==> src/design/jtdd_pkg.sv <==
// Shared types and constants for the joystick to differential drive mixer.
// No dependencies.
package jtdd_pkg;

    localparam int FRAC_BITS     = 14;
    localparam int GUARD_BITS    = 12;
    localparam int CORDIC_STAGES = 16;
    localparam int CORDIC_W      = 32;
    localparam int AXIS_W        = 16;
    localparam int FLOOR_W       = 15;
    localparam int MAG_W         = 15;
    localparam int ANGLE_W       = 31;

    localparam logic [29:0] INV_GAIN_Q30 = 30'd652032874;
    localparam logic [ANGLE_W-1:0] ANGLE_90 = ANGLE_W'(1073741824);
    localparam logic [MAG_W-1:0] MAG_ONE = MAG_W'(1 << FRAC_BITS);

    localparam int APB_ADDR_W = 3;
    localparam logic REG_MAG_FLOOR = 1'b0;

    localparam logic [1:0] CMD_NONE  = 2'd0;
    localparam logic [1:0] CMD_FLIP  = 2'd1;
    localparam logic [1:0] CMD_RESET = 2'd2;
    localparam logic [1:0] CMD_START = 2'd3;

    // atan(2^-i), 360 degrees = 2^32
    localparam logic [31:0] ATAN_TAB [32] = '{
        32'h20000000, 32'h12E4051E, 32'h09FB385B, 32'h051111D4,
        32'h028B0D43, 32'h0145D7E1, 32'h00A2F61E, 32'h00517C55,
        32'h0028BE53, 32'h00145F2F, 32'h000A2F98, 32'h000517CC,
        32'h00028BE6, 32'h000145F3, 32'h0000A2FA, 32'h0000517D,
        32'h000028BE, 32'h0000145F, 32'h00000A30, 32'h00000518,
        32'h0000028C, 32'h00000146, 32'h000000A3, 32'h00000051,
        32'h00000029, 32'h00000014, 32'h0000000A, 32'h00000005,
        32'h00000003, 32'h00000001, 32'h00000001, 32'h00000000
    };

    typedef struct packed {
        logic       active;
        logic [1:0] command;
        logic       reverse;
    } side_t;

endpackage

==> src/design/jtdd_cordic.sv <==
// Pipelined vectoring CORDIC, one rotation per register stage.
// Depends on jtdd_pkg.
module jtdd_cordic
    import jtdd_pkg::*;
#(
    parameter int STAGES = CORDIC_STAGES
)
(
    input  logic                       clk,
    input  logic                       rst_n,
    input  logic                       in_valid,
    output logic                       in_ready,
    input  logic signed [CORDIC_W-1:0] in_x,
    input  logic signed [CORDIC_W-1:0] in_y,
    input  side_t                      in_side,
    output logic                       out_valid,
    input  logic                       out_ready,
    output logic signed [CORDIC_W-1:0] out_x,
    output logic signed [CORDIC_W-1:0] out_z,
    output side_t                      out_side
);

    logic signed [CORDIC_W-1:0] x_reg [STAGES];
    logic signed [CORDIC_W-1:0] y_reg [STAGES];
    logic signed [CORDIC_W-1:0] z_reg [STAGES];
    side_t                      side_reg [STAGES];
    logic [STAGES-1:0]          valid_reg;
    logic [STAGES:0]            rdy;

    assign rdy[STAGES] = out_ready;
    assign in_ready    = rdy[0];

    for (genvar k = 0; k < STAGES; k++) begin : g_stage
        logic signed [CORDIC_W-1:0] x_in, y_in, z_in;
        logic signed [CORDIC_W-1:0] x_next, y_next, z_next;
        logic signed [CORDIC_W-1:0] ang;
        side_t                      side_in;
        logic                       v_in;

        if (k == 0) begin : g_first
            assign x_in    = in_x;
            assign y_in    = in_y;
            assign z_in    = '0;
            assign side_in = in_side;
            assign v_in    = in_valid;
        end else begin : g_rest
            assign x_in    = x_reg[k-1];
            assign y_in    = y_reg[k-1];
            assign z_in    = z_reg[k-1];
            assign side_in = side_reg[k-1];
            assign v_in    = valid_reg[k-1];
        end

        assign ang = $signed(ATAN_TAB[k]);
        assign rdy[k] = !valid_reg[k] || rdy[k+1];

        always_comb
        begin
            if (!y_in[CORDIC_W-1]) begin
                x_next = x_in + (y_in >>> k);
                y_next = y_in - (x_in >>> k);
                z_next = z_in + ang;
            end else begin
                x_next = x_in - (y_in >>> k);
                y_next = y_in + (x_in >>> k);
                z_next = z_in - ang;
            end
        end

        always_ff @(posedge clk or negedge rst_n)
        begin
            if (!rst_n) begin
                valid_reg[k] <= 1'b0;
            end else if (rdy[k]) begin
                valid_reg[k] <= v_in;
            end
        end

        always_ff @(posedge clk)
        begin
            if (rdy[k]) begin
                x_reg[k]    <= x_next;
                y_reg[k]    <= y_next;
                z_reg[k]    <= z_next;
                side_reg[k] <= side_in;
            end
        end
    end

    assign out_valid = valid_reg[STAGES-1];
    assign out_x     = x_reg[STAGES-1];
    assign out_z     = z_reg[STAGES-1];
    assign out_side  = side_reg[STAGES-1];

endmodule

==> config.mk <==
export PLATFORM = sky130hd
export DESIGN_NAME = jtdd_cordic
export DESIGN_NICKNAME = d
export VERILOG_FILES = /design/src/design/jtdd_pkg.sv /design/src/design/jtdd_cordic.sv
export SDC_FILE = /design/constraint.sdc
export NUM_CORES = 2
export LEC_CHECK = 0
export BUFFER_PORTS_ARGS = -buffer_cell sky130_fd_sc_hd__buf_2
export CORE_MARGIN = 2
export CORE_UTILIZATION = 50
export DETAILED_ROUTE_END_ITERATION = 10
export HOLD_SLACK_MARGIN = 0.15
export PLACE_DENSITY = 0.65
export RECOVER_POWER = 50
export SYNTH_ARGS = -nofsm -noshare
export SYNTH_HDL_FRONTEND = slang
export SYNTH_SLANG_ARGS = --single-unit
==> constraint.sdc <==
create_clock -name clk -period 30.7 [get_ports clk]
set_input_delay 6.14 -clock clk [delete_from_list [all_inputs] [get_ports clk]]
set_output_delay 6.14 -clock clk [all_outputs]
set_load 0.03 [all_outputs]
==> impl_metrics.tcl <==
set metrics [dict create \
    grt_pass1_vias 97700 \
    status "finished with violations" \
    cts_hold_buf 0 \
    ys.flop_type "edfxtp_1" \
    crit_cells 12 \
    final_core_util_pct 54.3 \
    whs_ps 374 \
    finalClockSkew_ps 71.4 \
    drc 0 \
    dieArea_um2 262000 \
    core_area_um2 257000 \
    grt_max_degree 75 \
    area_delta_synth_final_pct 8.07 \
    final_cells 17500 \
    hold_viol 0 \
    clock_sinks 1494 \
    critPathLaunch "out_ready" \
    cts_tree "built" \
    clk_path_buf_depth 4 \
    synth_area_um2 129000 \
    post_drt_wl_per_cell_um 18.3 \
    grt_first_pass_wirelength_mm 510 \
    hp-start "side_reg[0][31]" \
    setup_viol 0 \
    timing.rr.start "y_reg[0][127]" \
    async_reset_ff_share_pct 1.07 \
    routed-via-count 101000 \
    dieHeight_um 512 \
    layout-drive-gt1-share_pct 4.28 \
    placedCellCount 17100 \
    tightest_slew_ps 3760 \
    max_stage_delay_ps 740 \
    fmax_mhz 60.5 \
    hold_path_depth 0 \
    synth_cells 13800 \
    synth.distinct_cells 92 \
    path_clk_slew_ps 50 \
    largest_reg_flops 512 \
    numPortBuffers 140 \
    drv_cap 20 \
    clkLatencyLatePin_ps 870 \
    r2r_cells 14 \
    post-dp-hpwl_mm 259 \
    worst-path-max-fanout 41 \
    min_period_ps 16520 \
    cts-htree-levels 4 \
    antenna_found_initial 5 \
    synth_edf_count 1478 \
    cp-end-kind "primary output" \
    nets 15600 \
    initial_core_util_pct 50.3 \
    avgSynthCellArea_um2 9.36 \
    grt_usage_pct 23.8 \
    avgViaCountPerCell 5.78 \
    drt_iter0_markers 5631 \
    criticalPathCategory "input pin to primary output" \
    fin_crit_sh_pct 53.8 \
    worstPathArrival_ps 10380 \
    slew_violations 873 \
    slew_headroom_pct -151 \
    path_delay_family "simple AND/OR/NAND/NOR gates" \
    required_ps 24560 \
    hold_class "flop to flop" \
    violations "max-capacitance violations, max-slew violations" \
    worstPathBufferInverterCount 3 \
    cts_resized 0 \
    firstDrtPassIters 5 \
    cp-start-kind "input pin" \
    ant_nets 0 \
    syn_nets 15400 \
    crit_chain "buf_2 -> nor2b_1 -> nand2_1 -> nor2_1 -> and2_1 -> and3_1 -> and3_1 -> nand3_4 -> nor2_1 -> nand4_1 -> buf_4 -> buf_2" \
    cts-root-buf "clkbuf_16" \
    rows 186 \
    synth-seq-cells 1494 \
    tns_ps 0 \
    numCtsBuffers 183 \
    rsz0062_at_grt "no" \
    yosysSeqAreaShare_pct 34.7 \
    postCtsSetupRepairBufs 0 \
    overflow 0 \
    yosysWarnings 0 \
    gp_congestion 0.942 \
    io_pins 142 \
    die_w_um 512 \
    wirelength_mm 320 \
    cp_slowest_cell "nor2_1" \
]
[cell type report]
| cell class | instances | area [um2] |
|---|---|---|
| flip-flops and latches | 1494 | 44800 |
| fillers | 23200 | 117000 |
| diodes | 1 | 2.50 |
| multi-input cells | 11400 | 81000 |
| well taps | 3384 | 4230 |
| inverters | 630 | 2380 |
| repair buffers | 206 | 1060 |
| clock inverters | 110 | 1180 |
| clock buffers | 215 | 4810 |
[kinds of logic (layout without fill, tap and decap cells)]
family,Yosys count,in the layout,share of synthesized area (%)
other,1,2,0.00291
DFF,1494,1494,34.7
AOI/OAI and AO/OA,3951,3951,19.5
muxes,83,83,0.678
buffers and inverters,861,1161,2.52
xor gates and xnor gates,1790,1790,12.1
and+or+nand+nor,4056,4056,15.2
adders and majority gates,1553,1553,15.3
[layer usage]
layer / vias up / track usage (%) / part of all wire, % / wire length [um]
li1: 51400 / - / - / -
met1: 46800 / 27.1 / 41 / 130000
met2: 2059 / 44.4 / 51 / 162000
met3: 753 / 2.56 / 3.6 / 11500
met4: 2 / 11.1 / 5.1 / 16400
met5: - / 0 / 0.0031 / 10
[Yosys cell counts (all sizes together) (23+ instances only)]
library cell | n | share of area [%]
a41oi | 27 | 0.18
nor2 | 1372 | 4.0
a221oi | 32 | 0.22
and2 | 105 | 0.51
o2111ai | 45 | 0.31
ha | 1511 | 15
mux2i | 48 | 0.37
or3 | 123 | 0.60
and3 | 165 | 0.80
nand3b | 30 | 0.17
a31o | 41 | 0.28
o31a | 29 | 0.20
nand2b | 192 | 0.93
a311oi | 27 | 0.19
nor2b | 219 | 1.1
nand4 | 106 | 0.51
o211ai | 73 | 0.42
or2 | 59 | 0.29
buf | 54 | 0.17
clkbuf | 177 | 0.51
fa | 42 | 0.65
o311ai | 23 | 0.16
xnor2 | 1171 | 7.9
o21a | 213 | 1.2
nor4 | 112 | 0.54
o21ai | 649 | 2.5
edfxtp | 1478 | 34
o31ai | 85 | 0.49
nor3 | 421 | 1.6
nand3 | 264 | 1.0
or4 | 41 | 0.24
a211oi | 122 | 0.72
nand2 | 742 | 2.2
a21oi | 1404 | 5.4
o21bai | 186 | 1.1
mux2 | 35 | 0.31
a211o | 48 | 0.33
xor2 | 619 | 4.2
a21boi | 40 | 0.23
a21o | 500 | 2.9
inv | 621 | 1.8
a2111oi | 56 | 0.41
a31oi | 150 | 0.73
o41ai | 48 | 0.33
nor3b | 49 | 0.29
[worst reg2reg max path: stages, from the launching register on]
cell and delay, ps:
edfxtp_1 310, clkbuf_1 980, clkbuf_1 1790, mux2i_1 500, ha_1 400, nor2b_1 120
o21ai_0 200, a21oi_1 180, o21ai_0 520, a21oi_1 250, a2111oi_0 960, a211oi_1 400
nor3_1 420, mux2i_1 130, nor4b_1 340
[stage by stage]
step,instance area [um2],setup WS [ps]
after floorplan,129000,10060
after global placement,134000,14240
after detailed placement,134000,14240
after CTS,140000,14240
after global routing,139000,13760
final,139000,14180
[placed cells by master (no fill, tap or decap), types with 112 or more instances in the layout]
cell type / count
ha_1: 1511
edfxtp_1: 1478
a21oi_1: 1404
nor2_1: 1372
xnor2_1: 1171
nand2_1: 738
o21ai_0: 649
xor2_1: 619
inv_1: 614
a21o_1: 499
nor3_1: 421
nand3_1: 262
nor2b_1: 219
o21a_1: 213
nand2b_1: 192
o21bai_1: 186
clkbuf_16: 185
and3_1: 165
a31oi_1: 150
buf_2: 137
or3_1: 123
a211oi_1: 122
nor4_1: 112
[worst paths after layout]
path                       slack, ps         endpoint
max                            14180         in_ready
min                              370   side_reg[1][3]
max reg2reg                    22950    x_reg[0][159]
min reg2reg                      370   side_reg[1][3]
max in group asynchronous      24250  g_stage[6].v_in
min in group asynchronous       5580        out_valid
Power is left out: the tool's default activity adds up to more than one toggle a clock period on the data nets, which glitch-free logic cannot reach.
